`src/hdl/hsv_pkg.sv`:
```
package hsv_pkg;

  // Hue segment boundaries
  localparam logic [7:0] HUE_SEG1 = 8'd43;
  localparam logic [7:0] HUE_SEG2 = 8'd86;
  localparam logic [7:0] HUE_SEG3 = 8'd128;
  localparam logic [7:0] HUE_SEG4 = 8'd171;
  localparam logic [7:0] HUE_SEG5 = 8'd214;
  localparam logic [7:0] CHAN_MAX = 8'd255;
  localparam logic [7:0] CHAN_MIN = 8'd0;

  localparam int RAMP_IDX_W = 6;

  typedef struct packed {
    logic [7:0] r;
    logic [7:0] g;
    logic [7:0] b;
  } rgb_t;

  // inverted full-saturation color plus the scale factors still to apply
  typedef struct packed {
    rgb_t       inv;
    logic [7:0] sat;
    logic [7:0] val;
  } sat_req_t;

  typedef struct packed {
    rgb_t       c;
    logic [7:0] val;
  } val_req_t;

  function automatic logic [7:0] ramp_lut(input logic [RAMP_IDX_W-1:0] idx);
    logic [7:0] v;
    unique case (idx)
      6'd0:  v = 8'd0;
      6'd1:  v = 8'd6;
      6'd2:  v = 8'd12;
      6'd3:  v = 8'd18;
      6'd4:  v = 8'd24;
      6'd5:  v = 8'd30;
      6'd6:  v = 8'd36;
      6'd7:  v = 8'd43;
      6'd8:  v = 8'd49;
      6'd9:  v = 8'd55;
      6'd10: v = 8'd61;
      6'd11: v = 8'd67;
      6'd12: v = 8'd73;
      6'd13: v = 8'd79;
      6'd14: v = 8'd85;
      6'd15: v = 8'd91;
      6'd16: v = 8'd97;
      6'd17: v = 8'd103;
      6'd18: v = 8'd109;
      6'd19: v = 8'd115;
      6'd20: v = 8'd121;
      6'd21: v = 8'd128;
      6'd22: v = 8'd134;
      6'd23: v = 8'd140;
      6'd24: v = 8'd146;
      6'd25: v = 8'd152;
      6'd26: v = 8'd158;
      6'd27: v = 8'd164;
      6'd28: v = 8'd170;
      6'd29: v = 8'd176;
      6'd30: v = 8'd182;
      6'd31: v = 8'd188;
      6'd32: v = 8'd194;
      6'd33: v = 8'd200;
      6'd34: v = 8'd206;
      6'd35: v = 8'd213;
      6'd36: v = 8'd219;
      6'd37: v = 8'd225;
      6'd38: v = 8'd231;
      6'd39: v = 8'd237;
      6'd40: v = 8'd243;
      6'd41: v = 8'd249;
      default: v = CHAN_MAX;
    endcase
    return v;
  endfunction

endpackage

```
`src/hdl/hsv_if.sv`:
```
interface hsv_if;
  logic       valid;
  logic       ready;
  logic [7:0] hue_in;
  logic [7:0] saturation_in;
  logic [7:0] brightness_in;

  modport source (output valid, hue_in, saturation_in, brightness_in, input ready);
  modport sink   (input valid, hue_in, saturation_in, brightness_in, output ready);
endinterface

interface rgb_if;
  logic       valid;
  logic       ready;
  logic [7:0] red_out;
  logic [7:0] green_out;
  logic [7:0] blue_out;

  modport source (output valid, red_out, green_out, blue_out, input ready);
  modport sink   (input valid, red_out, green_out, blue_out, output ready);
endinterface

```
`src/hdl/hsv_to_rgb_pixel_converter.sv`:
```
// HSV to RGB pixel converter, 8 bits per channel. One pixel request is taken
// every clock cycle while the output is not stalled, and its RGB result is built
// in a three-stage pipeline: hue segment decode with ramp lookup, saturation
// multiply, then brightness multiply. Each stage holds its item while the
// output is stalled and fills any bubble ahead of it, so ready on the input
// follows ready on the output combinationally through the stage valid bits.
// No state is kept between pixels; reset only empties the pipeline.
module hsv_to_rgb_pixel_converter (
  input logic  clk,
  input logic  rst,
  hsv_if.sink  hsv,
  rgb_if.source rgb
);
  import hsv_pkg::*;

  logic     s1_valid, s1_ready;
  logic     s2_valid, s2_ready;
  sat_req_t s1_data;
  val_req_t s2_data;
  rgb_t     s3_data;

  hsv_hue_stage u_hue (
    .clk       (clk),
    .rst       (rst),
    .in_valid  (hsv.valid),
    .in_ready  (hsv.ready),
    .hue       (hsv.hue_in),
    .sat       (hsv.saturation_in),
    .val       (hsv.brightness_in),
    .out_valid (s1_valid),
    .out_ready (s1_ready),
    .out_data  (s1_data)
  );

  hsv_sat_stage u_sat (
    .clk       (clk),
    .rst       (rst),
    .in_valid  (s1_valid),
    .in_ready  (s1_ready),
    .in_data   (s1_data),
    .out_valid (s2_valid),
    .out_ready (s2_ready),
    .out_data  (s2_data)
  );

  hsv_val_stage u_val (
    .clk       (clk),
    .rst       (rst),
    .in_valid  (s2_valid),
    .in_ready  (s2_ready),
    .in_data   (s2_data),
    .out_valid (rgb.valid),
    .out_ready (rgb.ready),
    .out_data  (s3_data)
  );

  assign rgb.red_out   = s3_data.r;
  assign rgb.green_out = s3_data.g;
  assign rgb.blue_out  = s3_data.b;

endmodule

```
`src/hdl/hsv_hue_stage.sv`:
```
module hsv_hue_stage (
  input  logic             clk,
  input  logic             rst,
  input  logic             in_valid,
  output logic             in_ready,
  input  logic [7:0]       hue,
  input  logic [7:0]       sat,
  input  logic [7:0]       val,
  output logic             out_valid,
  input  logic             out_ready,
  output hsv_pkg::sat_req_t out_data
);
  import hsv_pkg::*;

  logic       valid;
  sat_req_t   data;
  sat_req_t   data_next;
  logic [7:0] off;
  logic [7:0] rv;

  assign in_ready  = !valid || out_ready;
  assign out_valid = valid;
  assign out_data  = data;

  // every segment spans at most 43 hue steps, so the offset fits the ramp index
  assign rv = ramp_lut(off[RAMP_IDX_W-1:0]);

  always_comb begin
    priority if (hue < HUE_SEG1) begin
      off = hue;
    end else if (hue < HUE_SEG2) begin
      off = hue - HUE_SEG1;
    end else if (hue < HUE_SEG3) begin
      off = hue - HUE_SEG2;
    end else if (hue < HUE_SEG4) begin
      off = hue - HUE_SEG3;
    end else if (hue < HUE_SEG5) begin
      off = hue - HUE_SEG4;
    end else begin
      off = hue - HUE_SEG5;
    end
  end

  always_comb begin
    data_next.sat = sat;
    data_next.val = val;
    data_next.inv = '0;
    priority if (hue < HUE_SEG1) begin
      data_next.inv.r = CHAN_MIN;
      data_next.inv.g = CHAN_MAX - rv;
      data_next.inv.b = CHAN_MAX;
    end else if (hue < HUE_SEG2) begin
      data_next.inv.r = rv;
      data_next.inv.g = CHAN_MIN;
      data_next.inv.b = CHAN_MAX;
    end else if (hue < HUE_SEG3) begin
      data_next.inv.r = CHAN_MAX;
      data_next.inv.g = CHAN_MIN;
      data_next.inv.b = CHAN_MAX - rv;
    end else if (hue < HUE_SEG4) begin
      data_next.inv.r = CHAN_MAX;
      data_next.inv.g = rv;
      data_next.inv.b = CHAN_MIN;
    end else if (hue < HUE_SEG5) begin
      data_next.inv.r = CHAN_MAX - rv;
      data_next.inv.g = CHAN_MAX;
      data_next.inv.b = CHAN_MIN;
    end else begin
      data_next.inv.r = CHAN_MIN;
      data_next.inv.g = CHAN_MAX;
      data_next.inv.b = rv;
    end
  end

  always_ff @(posedge clk) begin
    if (rst) begin
      valid <= 1'b0;
    end else if (in_ready) begin
      valid <= in_valid;
    end
  end

  always_ff @(posedge clk) begin
    if (in_valid && in_ready) begin
      data <= data_next;
    end
  end

endmodule

```
`src/hdl/hsv_sat_stage.sv`:
```
module hsv_sat_stage (
  input  logic              clk,
  input  logic              rst,
  input  logic              in_valid,
  output logic              in_ready,
  input  hsv_pkg::sat_req_t in_data,
  output logic              out_valid,
  input  logic              out_ready,
  output hsv_pkg::val_req_t out_data
);
  import hsv_pkg::*;

  logic       valid;
  val_req_t   data;
  val_req_t   data_next;
  logic [8:0] sat1;
  logic [16:0] pr, pg, pb;

  assign in_ready  = !valid || out_ready;
  assign out_valid = valid;
  assign out_data  = data;

  assign sat1 = {1'b0, in_data.sat} + 9'd1;
  assign pr   = {9'd0, in_data.inv.r} * {8'd0, sat1};
  assign pg   = {9'd0, in_data.inv.g} * {8'd0, sat1};
  assign pb   = {9'd0, in_data.inv.b} * {8'd0, sat1};

  // product >> 8 never exceeds 255, so bits [15:8] hold it
  always_comb begin
    data_next.c.r = CHAN_MAX - pr[15:8];
    data_next.c.g = CHAN_MAX - pg[15:8];
    data_next.c.b = CHAN_MAX - pb[15:8];
    data_next.val = in_data.val;
  end

  always_ff @(posedge clk) begin
    if (rst) begin
      valid <= 1'b0;
    end else if (in_ready) begin
      valid <= in_valid;
    end
  end

  always_ff @(posedge clk) begin
    if (in_valid && in_ready) begin
      data <= data_next;
    end
  end

endmodule

```
`src/hdl/hsv_val_stage.sv`:
```
module hsv_val_stage (
  input  logic              clk,
  input  logic              rst,
  input  logic              in_valid,
  output logic              in_ready,
  input  hsv_pkg::val_req_t in_data,
  output logic              out_valid,
  input  logic              out_ready,
  output hsv_pkg::rgb_t     out_data
);
  import hsv_pkg::*;

  logic        valid;
  rgb_t        data;
  rgb_t        data_next;
  logic [8:0]  val1;
  logic [16:0] pr, pg, pb;

  assign in_ready  = !valid || out_ready;
  assign out_valid = valid;
  assign out_data  = data;

  assign val1 = {1'b0, in_data.val} + 9'd1;
  assign pr   = {9'd0, in_data.c.r} * {8'd0, val1};
  assign pg   = {9'd0, in_data.c.g} * {8'd0, val1};
  assign pb   = {9'd0, in_data.c.b} * {8'd0, val1};

  always_comb begin
    data_next.r = pr[15:8];
    data_next.g = pg[15:8];
    data_next.b = pb[15:8];
  end

  always_ff @(posedge clk) begin
    if (rst) begin
      valid <= 1'b0;
    end else if (in_ready) begin
      valid <= in_valid;
    end
  end

  always_ff @(posedge clk) begin
    if (in_valid && in_ready) begin
      data <= data_next;
    end
  end

endmodule

```
`src/flat_wrapper.sv`:
```
// flat-port wrapper written by rule: the top's interface ports become plain ports
module hsv_to_rgb_pixel_converter_flat import hsv_pkg::*;
  (clk, rst, hsv_valid, hsv_hue_in, hsv_saturation_in, hsv_brightness_in, hsv_ready, rgb_valid, rgb_red_out, rgb_green_out, rgb_blue_out, rgb_ready);
  hsv_if hsv_i ();
  rgb_if rgb_i ();
  input logic clk;
  input logic rst;
  input wire logic [$bits(hsv_i.valid)-1:0] hsv_valid;
  input wire logic [$bits(hsv_i.hue_in)-1:0] hsv_hue_in;
  input wire logic [$bits(hsv_i.saturation_in)-1:0] hsv_saturation_in;
  input wire logic [$bits(hsv_i.brightness_in)-1:0] hsv_brightness_in;
  output wire logic [$bits(hsv_i.ready)-1:0] hsv_ready;
  output wire logic [$bits(rgb_i.valid)-1:0] rgb_valid;
  output wire logic [$bits(rgb_i.red_out)-1:0] rgb_red_out;
  output wire logic [$bits(rgb_i.green_out)-1:0] rgb_green_out;
  output wire logic [$bits(rgb_i.blue_out)-1:0] rgb_blue_out;
  input wire logic [$bits(rgb_i.ready)-1:0] rgb_ready;
  assign hsv_i.valid = hsv_valid;
  assign hsv_i.hue_in = hsv_hue_in;
  assign hsv_i.saturation_in = hsv_saturation_in;
  assign hsv_i.brightness_in = hsv_brightness_in;
  assign hsv_ready = hsv_i.ready;
  assign rgb_valid = rgb_i.valid;
  assign rgb_red_out = rgb_i.red_out;
  assign rgb_green_out = rgb_i.green_out;
  assign rgb_blue_out = rgb_i.blue_out;
  assign rgb_i.ready = rgb_ready;
  hsv_to_rgb_pixel_converter u_core (.clk(clk), .rst(rst), .hsv(hsv_i), .rgb(rgb_i));
endmodule
```
`config.mk`:
```
export PLATFORM = sky130hd
export DESIGN_NAME = hsv_to_rgb_pixel_converter_flat
export DESIGN_NICKNAME = d
export VERILOG_FILES = /design/src/hdl/hsv_pkg.sv /design/src/hdl/hsv_if.sv /design/src/hdl/hsv_to_rgb_pixel_converter.sv /design/src/hdl/hsv_hue_stage.sv /design/src/hdl/hsv_sat_stage.sv /design/src/hdl/hsv_val_stage.sv /design/src/flat_wrapper.sv
export SDC_FILE = /design/constraint.sdc
export NUM_CORES = 1
export LEC_CHECK = 0
export BUFFER_PORTS_ARGS = -buffer_cell sky130_fd_sc_hd__buf_2
export CAP_MARGIN = 10
export CELL_PAD_IN_SITES_DETAIL_PLACEMENT = 2
export CELL_PAD_IN_SITES_GLOBAL_PLACEMENT = 2
export CORE_MARGIN = 3
export CORE_UTILIZATION = 46
export DETAILED_ROUTE_END_ITERATION = 8
export HOLD_SLACK_MARGIN = 0.02
export MAX_ROUTING_LAYER = met4
export PLACE_DENSITY = 0.93
export SETUP_SLACK_MARGIN = 0.3
export SYNTH_ARGS = -nofsm -noshare
export SYNTH_HDL_FRONTEND = slang
export SYNTH_SLANG_ARGS = --single-unit
```
`constraint.sdc`:
```
create_clock -name clk -period 14.64 [get_ports clk]
set_clock_uncertainty 0.1 [all_clocks]
set_input_delay 2.928 -clock clk [delete_from_list [all_inputs] [get_ports clk]]
set_output_delay 2.928 -clock clk [all_outputs]
set_load 0.01 [all_outputs]
```
=== Word-level counts from Yosys, hierarchy flattened ===
Memory sizes are Yosys's and may differ from the RTL's.
Cells that the tools add are included.

* Mux-type cells: 10
* Magnitude comparators: 5
* Multipliers: 6
* Add/subtract/negate cells: 11
* Reductions and logical operators: 10

{| class="wikitable"
|+ Operator list
! cell !! number
|-
| $mul 8x9->16 || 6
|-
| $mux 24 || 4
|-
| $sub 8x8->8 const A || 4
|-
| $mux 6 || 5
|-
| $lt 8x8->1 const B || 3
|-
| $add 8x1->9 const B || 2
|-
| $mux 16 || 1
|-
| $sub 6x5->6 const B || 2
|-
| $sub 6x6->6 const B || 2
|-
| $lt 8x6->1 const B || 1
|-
| $lt 8x7->1 const B || 1
|-
| $sub 6x1->6 const B || 1
|-
| $logic_and 1x1->1 || 3
|-
| $logic_not 1->1 || 3
|-
| $logic_or 1x1->1 || 3
|-
| $reduce_or 2->1 || 1
|}

* Memories: 1
* ROM bits: 512
* Output and inout port bits: 26
* Bits in registers: 99
* Input bits: 28

{| class="wikitable"
|+ Memories
! name !! depth !! width !! read ports !! clocked after memory_dff !! wr ports !! RTL line !! source
|-
| (no name shown) || 64 || 8 || 1 || 0 || 0 || hsv_pkg.sv:34 || <nowiki>unique case (idx)</nowiki>
|}

=== Longest topological paths before layout ===
Gate-level depths: netlist of the first run.
An unclocked memory read counts as a cell.

* Word-level depth: 13
* Depth in mapped cells: 20
* Gate-level depth less buffers: 19

=== Cells and area by module ===
Synthesis of the first run repeated with hierarchy kept, for this count alone.

* Cell total of the unflattened synthesis: 1800
* Area, all modules: 17320.4 sq um

{| class="wikitable"
|+ Modules (own cells, without submodules)
! module !! cells each !! area each (sq um) !! instances
|-
| hsv_sat_stage || 798 || 7577.3 || 1
|-
| hsv_val_stage || 758 || 7146.9 || 1
|-
| hsv_hue_stage || 244 || 2596.2 || 1
|}

=== Worst setup path before layout of the first run ===
Ideal clock, no wire load.

* Kind: input -> output
* Start point: input port rgb_ready
* End point: output port hsv_ready
* Cell stages on the path: 2
* Buffers on the path: 0
* Path slack: 8262 ps
* Data arrival time: 3350 ps
* Required time: 11612 ps
* Cell sequence: nor2b_1 nand3_1

* Cells in the longest elaborated chain, start to end: 3

{| class="wikitable"
|+ Ends and longest elaborated chain
! what !! RTL line !! source
|-
| from (decl) || flat_wrapper.sv:17 || <nowiki>input wire logic [$bits(rgb_i.ready)-1:0] rgb_ready;</nowiki>
|-
| $logic_or 1x1->1 || hsv_val_stage.sv:19 || <nowiki>assign in_ready = !valid || out_ready;</nowiki>
|-
| $logic_or 1x1->1 || hsv_sat_stage.sv:19 || <nowiki>assign in_ready = !valid || out_ready;</nowiki>
|-
| $logic_or 1x1->1 || hsv_hue_stage.sv:21 || <nowiki>assign in_ready = !valid || out_ready;</nowiki>
|-
| to (decl) || flat_wrapper.sv:12 || <nowiki>output wire logic [$bits(hsv_i.ready)-1:0] hsv_ready;</nowiki>
|}

Every way passes these cells.

==> impl_metrics.csv, run 1 <==
group,metric,value,unit
worst_setup_path,end_kind,"register",
route,ant_nets,0,
sta,tightest_slew,912,ps
synthesis,seq_area_frac_synth,17.2,%
route,post-route-drc-count,0,
job,max_cap_viol_count,0,
clock_tree,cts_setup_buffers,0,
synthesis,synthArstFlopShare,0,%
route,dr.max_layer_used,"met4",
clock_tree,cts-root-buf,"clkbuf_16",
synthesis,ys_ff_latch,99,
worst_setup_path,cp_common_cell,"fa_1",
clock_tree,cts_sinks,99,
finish,nFillCells,3836,
grt,antenna_found_initial,3,
synthesis,synth_common_cells,"319 x inv_1, 263 x and2_1, 240 x fa_1",
worst_setup_path,slowest_delay,870,ps
synthesis,syn_nets,2250,
sta,finalSetupViolations,0,
min_path,hold_depth,0,
floorplan,core-area,36700,µm²
placed_design,pre_cts_ws,7680,ps
placed_design,io_buffer_count,53,
placed_design,dp_hpwl,45900,µm
worst_setup_path,crit_path_cell_trace,"ha_1 -> nand3_1 -> xnor2_1 -> buf_4 -> nand2_1 -> fa_1 -> fa_1 -> inv_1 -> fa_1 -> inv_1 -> fa_1 -> inv_1 -> ha_1 -> and2_1 -> o21ai_0 -> o21ai_0 -> o41ai_1 -> o2111ai_1 -> a21oi_1 -> xnor2_1",
synthesis,synth_most_common_cell,"inv_1",
route,viasPerCell,5.83,
worst_setup_path,rrSetupSlack,7350,ps
synthesis,synth_top_area_share,28.0,%
synthesis,synth_cell_type_count,78,
grt,grtUsageTotal,34.7,%
floorplan,ioPinCount,54,
synthesis,postSynthCellCount,1780,
min_path,worst_hold_path_type,"reg -> reg",
synthesis,syn_area_per_cell,9.62,µm²
clock_tree,cts.path.max_buffers,2,
clock_tree,tritoncts,"built",
sta,drv_slew,0,
finish,nets,2284,
grt,overflow,0,
sta,hold_viol,0,
sta,slew_headroom,38.9,%
route,dr.pass1.iters,5,
route,met1_length,23900,µm
floorplan,die_h,199,µm
synthesis,synthFlopType,"edfxtp_1",
sta,rsz0062_at_grt,"no",
route,vias,13300,
finish,fin_util,49.8,%
sta,post-route-min-period,7290,ps
worst_setup_path,worst_path_dominant_cell_family,"adder cells",
finish,drive_gt1_share,6.82,%
synthesis,syn-cell-area,17100,µm²
route,routed-wl-met2,34300,µm
sta,setup_slack,7350,ps
worst_setup_path,path_buf_inv,4,
worst_setup_path,start_kind,"register",
floorplan,initial_core_util,46.7,%
clock_tree,clk-insertion-delay-late,400,ps
worst_setup_path,crit_path_top_delay_cell,"edfxtp_1",
clock_tree,ctsHoldBuffers,0,
status,status,"finished, final reports clean",
worst_setup_path,critPathMaxFanout,24,
worst_setup_path,crit_type,"reg -> reg",
floorplan,dieArea,39600,µm²
worst_setup_path,path_depth,20,
sta,min_period_over_period,49.8,%
route,met3_length,2410,µm
synthesis,synth_area_leaders,"fa_1 28%, edfxtp_1 17%, ha_1 15%, and2_1 9.6%, inv_1 7.0%",
route,dr.first_iter.drc_count,757,
grt,grt_start_max_net_pins,41,
synthesis,synth_warnings,0,
grt,grt_first_pass_wirelength,99300,µm
route,totalWireLength,64800,µm
floorplan,fp.dieW,199,µm
clock_tree,htree_levels,3,
synthesis,synth_edf_count,96,
synthesis,synth_top_cell_by_area,"fa_1",
sta,tns,0,ps
worst_setup_path,cp.arrival,7330,ps
placed_design,gp_congestion,0.882,
worst_setup_path,required,14680,ps
floorplan,rows,70,
route,routedWlPerCell,28.3,µm
finish,syn_to_final_growth,6.76,%
clock_tree,path_clk_slew,90,ps
worst_setup_path,reg2reg_depth,20,
clock_tree,cts_resized,0,
clock_tree,numCtsBuffers,9,
sta,max_freq,137,MHz
grt,grt_pass1_vias,16200,
routing by layer:
| metal | track usage, % | vias up |
|---|---|---|
| met2 | 61.7 | 404 |
| met4 | 19.9 | 0 |
| met5 | - | - |
| met3 | 5.86 | 258 |
| li1 | - | 5696 |
| met1 | 36.4 | 6983 |
cells in the final DEF, fill, tap and decap left out, types with 9 or more instances in the layout:
| cell | netlist | routed |
|---|---|---|
| and2_1 | 263 | 263 |
| clkbuf_16 | 0 | 9 |
| nand3_1 | 28 | 28 |
| xnor2_1 | 67 | 65 |
| buf_4 | 1 | 18 |
| a21o_1 | 10 | 10 |
| inv_1 | 319 | 319 |
| nand2b_1 | 17 | 17 |
| nand2_1 | 110 | 110 |
| nor2b_1 | 86 | 85 |
| a21oi_1 | 40 | 40 |
| edfxtp_1 | 96 | 96 |
| fa_1 | 240 | 240 |
| nor3_1 | 14 | 14 |
| xor2_1 | 26 | 25 |
| o21ai_0 | 33 | 33 |
| buf_2 | 1 | 53 |
| and3_1 | 13 | 13 |
| nor2_1 | 54 | 54 |
| ha_1 | 202 | 202 |
logic make-up (layout without fill, tap and decap cells):
kind of cell / count (synthesis) / after routing / synth area share, %
XOR/XNOR: 94 / 94 / 4.92
AND/OR/NAND/NOR: 615 / 615 / 20.2
flip-flops: 99 / 99 / 17.2
AO/OA/AOI/OAI: 156 / 156 / 6.39
buffers and inverters: 370 / 409 / 8.27
adder cells (fa/ha/maj): 443 / 443 / 42.9
other: 0 / 2 / 0
multiplexers: 3 / 3 / 0.183
flip-flops by register name, indices dropped and copies added (netlist names):
signal,count
u_core.u_hue.out_data,40
u_core.u_hue.out_valid,1
u_core.u_sat.out_data,32
u_core.u_sat.out_valid,1
u_core.u_val.out_data,24
u_core.u_val.out_valid,1
cell type report:
cell class | count | area, µm² | share of cell area, %
well taps | 468 | 586 | 3.20
clock buffers | 9 | 225 | 1.23
multi-input cells | 1311 | 12800 | 70.1
inverters | 321 | 1200 | 6.59
clock inverters | 7 | 81.3 | 0.445
repair buffers | 72 | 420 | 2.30
diodes | 2 | 5.00 | 0.0274
flip-flops and latches | 99 | 2940 | 16.1
stage by stage:
stage	cell area, µm²	std cells	hold WS (ps)
2_1_floorplan	17100	1780	300
3_3_place_gp	18000	2270	304
3_5_place_dp	18000	2270	308
4_1_cts	18300	2286	330
5_1_grt	18300	2289	344
6_report	18300	2289	329
final timing paths:
| check | start | endpoint |
|---|---|---|
| worst max register to register | u_core.u_hue.out_data[8] | u_core.u_sat.out_data[31] |
| worst max-delay path | u_core.u_hue.out_data[8] | u_core.u_sat.out_data[31] |
| worst min-delay path | u_core.u_hue.out_data[5] | u_core.u_sat.out_data[5] |
| worst min register to register | u_core.u_hue.out_data[5] | u_core.u_sat.out_data[5] |
Power of run 1 is left out: the tool's default activity adds up to more than one toggle a clock period on the data nets, which glitch-free logic cannot reach.
==> inputs of run 2 (changes only) <==
- ABC_AREA: unset -> 1
- CORE_UTILIZATION: 46 -> 40
- PLACE_DENSITY: 0.93 -> 0.86
- clock period: 14.64 -> 7 ns (I/O delays scaled with it)
==> impl_metrics.csv, run 2 <==
group,metric,value,unit
status,status,"finished, final reports clean",
worst_setup_path,reg2reg_depth,24,
finish,nets,2506,
worst_setup_path,cp_common_cell,"inv_1",
clock_tree,cts_setup_buffers,0,
placed_design,dpl_cell_area,17500,µm²
worst_setup_path,r2r-end,"u_core.u_val.out_data[14]",
floorplan,dieArea,44100,µm²
min_path,min_from,"u_core.u_hue.out_data[7]",
route,vias,13300,
synthesis,postSynthCellCount,1990,
route,dr.first_iter.drc_count,478,
sta,hold_viol,0,
synthesis,synthSimpleGateAreaFrac,17.6,%
finish,largest_reg_flops,40,
clock_tree,htree_levels,3,
synthesis,synthFlopType,"edfxtp_1",
floorplan,core-area,40900,µm²
synthesis,synth_cell_type_count,41,
sta,tns,0,ps
finish,fin_util,43.6,%
floorplan,initial_core_util,40.7,%
route,ant_nets,0,
synthesis,syn-cell-area,16600,µm²
synthesis,synthArstFlopShare,0,%
clock_tree,cts-root-buf,"clkbuf_16",
worst_setup_path,cp.arrival,6330,ps
grt,overflow,0,
synthesis,synth_top_family_by_area,"adder cells",
synthesis,synth_area_leaders,"fa_1 29%, edfxtp_1 17%, ha_1 15%, inv_1 10%, nor2_1 7.5%",
grt,grt_start_max_net_pins,41,
placed_design,io_buffer_count,53,
sta,drv_slew,0,
sta,tightest_slew,888,ps
sta,min_period_over_period,89.9,%
sta,max_freq,159,MHz
synthesis,seq_area_frac_synth,17.7,%
synthesis,synth_compound_area_share,4.84,%
min_path,min_to,"u_core.u_sat.out_data[7]",
grt,grtUsageTotal,25.5,%
clock_tree,clk-insertion-delay-late,400,ps
finish,syn_to_final_growth,7.14,%
synthesis,syn_nets,2460,
worst_setup_path,critPathMaxFanout,11,
worst_setup_path,required,7030,ps
floorplan,rows,74,
worst_setup_path,crit_type,"reg -> reg",
route,totalWireLength,53100,µm
synthesis,ys_ff_latch,99,
floorplan,fp.dieW,210,µm
worst_setup_path,slowest_delay,550,ps
synthesis,synth_xor_area_share,4.05,%
sta,rsz0062_at_grt,"no",
route,routedWlPerCell,20.6,µm
worst_setup_path,end_kind,"register",
clock_tree,tritoncts,"built",
grt,antenna_found_initial,0,
route,post-route-drc-count,0,
sta,finalSetupViolations,0,
worst_setup_path,rrSetupSlack,710,ps
clock_tree,numCtsBuffers,9,
finish,final_common_cell,"inv_1",
synthesis,synth_fa_ha_area_share,44.1,%
synthesis,synth_most_common_cell,"inv_1",
synthesis,synth_top_area_share,28.9,%
synthesis,synthMuxAreaShare,0,%
finish,antenna_cells,0,
route,dr.pass1.iters,5,
route,viasPerCell,5.18,
worst_setup_path,crit_path_cell_trace,"nand3_1 -> inv_1 -> nand2_1 -> nor3_1 -> inv_1 -> o21ai_0 -> nand2_1 -> inv_1 -> nand2_1 -> fa_1 -> inv_1 -> fa_1 -> fa_1 -> inv_1 -> fa_1 -> inv_1 -> ha_1 -> a21oi_1 -> o21ai_0 -> a21oi_1 -> inv_1 -> nand3_1 -> o21bai_1 -> xor2_1",
clock_tree,cts_resized,0,
clock_tree,path_clk_slew,80,ps
worst_setup_path,crit_path_top_delay_cell,"fa_1",
job,max_cap_viol_count,0,
clock_tree,cts_sinks,99,
synthesis,syn_area_per_cell,8.36,µm²
floorplan,die_h,210,µm
synthesis,synth_top_cell_by_area,"fa_1",
grt,grt_pass1_vias,16200,
worst_setup_path,reg2reg_from,"u_core.u_sat.out_data[0]",
clock_tree,ctsHoldBuffers,0,
synthesis,synth_warnings,0,
min_path,worst_hold_path_type,"reg -> reg",
synthesis,synth_common_cells,"460 x inv_1, 333 x nor2_1, 287 x nand2_1",
placed_design,dp_hpwl,45300,µm
finish,drive_gt1_share,6.52,%
sta,slew_headroom,40.6,%
placed_design,gp_congestion,0.872,
sta,post-route-min-period,6290,ps
clock_tree,cts.path.max_buffers,2,
synthesis,synth_edf_count,96,
sta,hold_ws,327,ps
finish,layout_common_cells,"460 x inv_1, 333 x nor2_1, 287 x nand2_1",
worst_setup_path,start_kind,"register",
finish,nFillCells,4637,
finish,fin_area,17800,µm²
grt,grt_first_pass_wirelength,86400,µm
min_path,hold_depth,0,
floorplan,ioPinCount,54,
## run 2: cell count changes in the layout (fill, tap and decap cells not counted), sizes merged, moves of 28 or more
cell and change:
and2 -264, xnor2 -28, nor2b -86, nand2 +199, inv +150, a21oi +28
nor2 +279
## run 2: cell type report
type | instances | area (µm²) | area share (%)
Multi-Input combinational cell | 1379 | 11700 | 65.8
Sequential cell | 99 | 2940 | 16.5
Inverter | 476 | 1790 | 10.0
Tap cell | 532 | 666 | 3.73
Timing Repair Buffer | 71 | 400 | 2.25
Clock buffer | 9 | 225 | 1.26
Clock inverter | 6 | 67.6 | 0.379
## run 2: cell families (layout without fill, tap and decap cells)
family	after synthesis	after routing
XOR/XNOR	77	77
buffers and inverters	512	562
AO/OA/AOI/OAI	143	143
flip-flops	99	99
AND/OR/NAND/NOR	717	717
adder cells (fa/ha/maj)	442	442
## run 2: per-stage QoR
step,setup WS [ps],cells
CTS,718,2572
global placement,1280,2557
finish,707,2572
detailed placement,729,2557
floorplan,1590,1990
global route,364,2572
## run 2: worst max-delay path: cells and delay by family, from the launching register on
| family | cells | cell delay [ps] |
|---|---|---|
| adder cells (fa/ha/maj) | 5 | 2400 |
| XOR/XNOR | 1 | 150 |
| buffers and inverters | 7 | 770 |
| flip-flops | 1 | 540 |
| AND/OR/NAND/NOR | 6 | 1180 |
| AO/OA/AOI/OAI | 5 | 900 |
## run 2: worst max-delay path by stage
stage,start,end,cells past startpoint
4_1_cts,u_core.u_sat.out_data[0],u_core.u_val.out_data[14],24
2_1_floorplan,u_core.u_hue.out_data[9],u_core.u_sat.out_data[30],24
3_3_place_gp,u_core.u_sat.out_data[0],u_core.u_val.out_data[15],19
5_1_grt,u_core.u_sat.out_data[0],u_core.u_val.out_data[14],24
6_report,u_core.u_sat.out_data[0],u_core.u_val.out_data[14],24
3_5_place_dp,u_core.u_sat.out_data[0],u_core.u_val.out_data[14],24
## run 2: metal layers
layer  track usage, %  share of wire (%)  vias up
met5                -                  0        -
met4             7.14                2.4        0
met3             2.62                1.9       86
met2             50.1                 57      176
met1             26.9                 39     6955
li1                 -                  -     6112
Power of run 2 is left out for the same reason.
==> inputs of run 3 (changes only) <==
- CORE_ASPECT_RATIO: unset -> 1.2
- PLACE_DENSITY: 0.86 -> unset
- PLACE_DENSITY_LB_ADDON: unset -> 0.1
==> impl_metrics.csv, run 3 (same netlist as run 2, synthesis figures left out) <==
group,metric,value,unit
status,status,"finished, final reports clean",
worst_setup_path,cp.arrival,6280,ps
finish,drive_gt1_share,6.66,%
clock_tree,ctsHoldBuffers,0,
route,ant_nets,0,
job,max_cap_viol_count,0,
sta,tightest_slew,996,ps
finish,antenna_cells,0,
worst_setup_path,end_kind,"register",
worst_setup_path,worst_path_dominant_cell_family,"adder cells",
finish,final_common_cell,"inv_1",
finish,layout_common_cells,"458 x inv_1, 332 x nor2_1, 287 x nand2_1",
grt,antenna_found_initial,0,
floorplan,core-area,40900,µm²
floorplan,die_h,229,µm
clock_tree,path_clk_slew,80,ps
grt,grt_start_max_net_pins,41,
sta,finalSetupViolations,0,
sta,tns,0,ps
worst_setup_path,path_buf_inv,4,
placed_design,io_buffer_count,53,
floorplan,ioPinCount,54,
clock_tree,htree_levels,3,
worst_setup_path,cp_common_cell,"nand2_1",
worst_setup_path,critPathMaxFanout,14,
floorplan,dieArea,44100,µm²
route,routedWlPerCell,19.2,µm
clock_tree,tritoncts,"built",
min_path,worst_hold_path_type,"reg -> reg",
clock_tree,cts_sinks,99,
route,viasPerCell,5.10,
worst_setup_path,start_kind,"register",
worst_setup_path,slowest_delay,600,ps
finish,fin_util,43.5,%
sta,post-route-min-period,6220,ps
placed_design,gp_congestion,0.842,
worst_setup_path,crit_type,"reg -> reg",
finish,largest_reg_flops,40,
finish,syn_to_final_growth,7.08,%
grt,overflow,0,
clock_tree,cts.path.max_buffers,2,
grt,grt_pass1_vias,15500,
clock_tree,cts_setup_buffers,0,
sta,rsz0062_at_grt,"no",
floorplan,rows,81,
clock_tree,numCtsBuffers,9,
worst_setup_path,required,7050,ps
finish,nFillCells,4673,
clock_tree,cts-root-buf,"clkbuf_16",
route,post-route-drc-count,0,
grt,grtUsageTotal,24.1,%
worst_setup_path,crit_path_top_delay_cell,"edfxtp_1",
worst_setup_path,crit_path_cell_trace,"nand4_1 -> nor2_1 -> nand2_1 -> nand2_1 -> inv_1 -> nand2_1 -> fa_1 -> fa_1 -> inv_1 -> fa_1 -> inv_1 -> fa_1 -> inv_1 -> ha_1 -> nand2_1 -> nor2_1 -> nand2_1 -> o211ai_1 -> a21oi_1 -> o21ai_0 -> a21o_1 -> nand3_1 -> nand2_1 -> xnor2_1",
placed_design,dp_hpwl,41700,µm
route,dr.first_iter.drc_count,521,
finish,fin_area,17800,µm²
floorplan,initial_core_util,40.6,%
finish,nets,2506,
sta,max_freq,161,MHz
sta,hold_viol,0,
route,totalWireLength,49400,µm
grt,grt_first_pass_wirelength,80900,µm
sta,hold_ws,318,ps
route,dr.pass1.iters,5,
clock_tree,clk-insertion-delay-late,400,ps
sta,min_period_over_period,88.9,%
route,vias,13200,
floorplan,fp.dieW,192,µm
sta,drv_slew,0,
placed_design,dpl_cell_area,17500,µm²
sta,slew_headroom,33.6,%
## run 3: worst paths after layout
path / startpoint / end / slack (ps) / depth (start not counted)
worst min-delay path: u_core.u_hue.out_data[7] / u_core.u_sat.out_data[7] / 320 / 0
worst max register to register: u_core.u_hue.out_data[8] / u_core.u_sat.out_data[22] / 780 / 24
worst min register to register: u_core.u_hue.out_data[7] / u_core.u_sat.out_data[7] / 320 / 0
worst max-delay path: u_core.u_hue.out_data[8] / u_core.u_sat.out_data[22] / 780 / 24
## run 3: per-stage QoR
step | setup slack (ps) | std cells
3_5_place_dp | 577 | 2563
4_1_cts | 571 | 2579
2_1_floorplan | 1590 | 1990
3_3_place_gp | 754 | 2563
5_1_grt | 369 | 2580
6_report | 778 | 2580
## run 3: area by class of cell
cell class	count	area, µm²	share of cell area, %
Clock inverter	6	40.0	0.225
Sequential cell	99	2940	16.5
Timing Repair inverter	1	5.00	0.0281
Clock buffer	10	229	1.29
Inverter	476	1790	10.1
Timing Repair Buffer	70	393	2.21
Tap cell	539	674	3.79
Multi-Input combinational cell	1379	11700	65.9
## run 3: metal layers
| metal | vias to the layer above | GRT usage (%) | wire, µm |
|---|---|---|---|
| met2 | 134 | 44.6 | 26900 |
| met1 | 6835 | 26.8 | 20200 |
| met4 | 0 | 7.79 | 1520 |
| li1 | 6112 | - | - |
| met3 | 73 | 2.54 | 819 |
| met5 | - | - | 0 |
## run 3: timing repair
| item | in CTS | in global routing |
|---|---|---|
| setup endpoints to repair | 0 | 4 |
| endpoints found under the hold margin | 0 | 0 |
| gates resized for setup | 0 | 3 |
Power of run 3 is left out for the same reason.
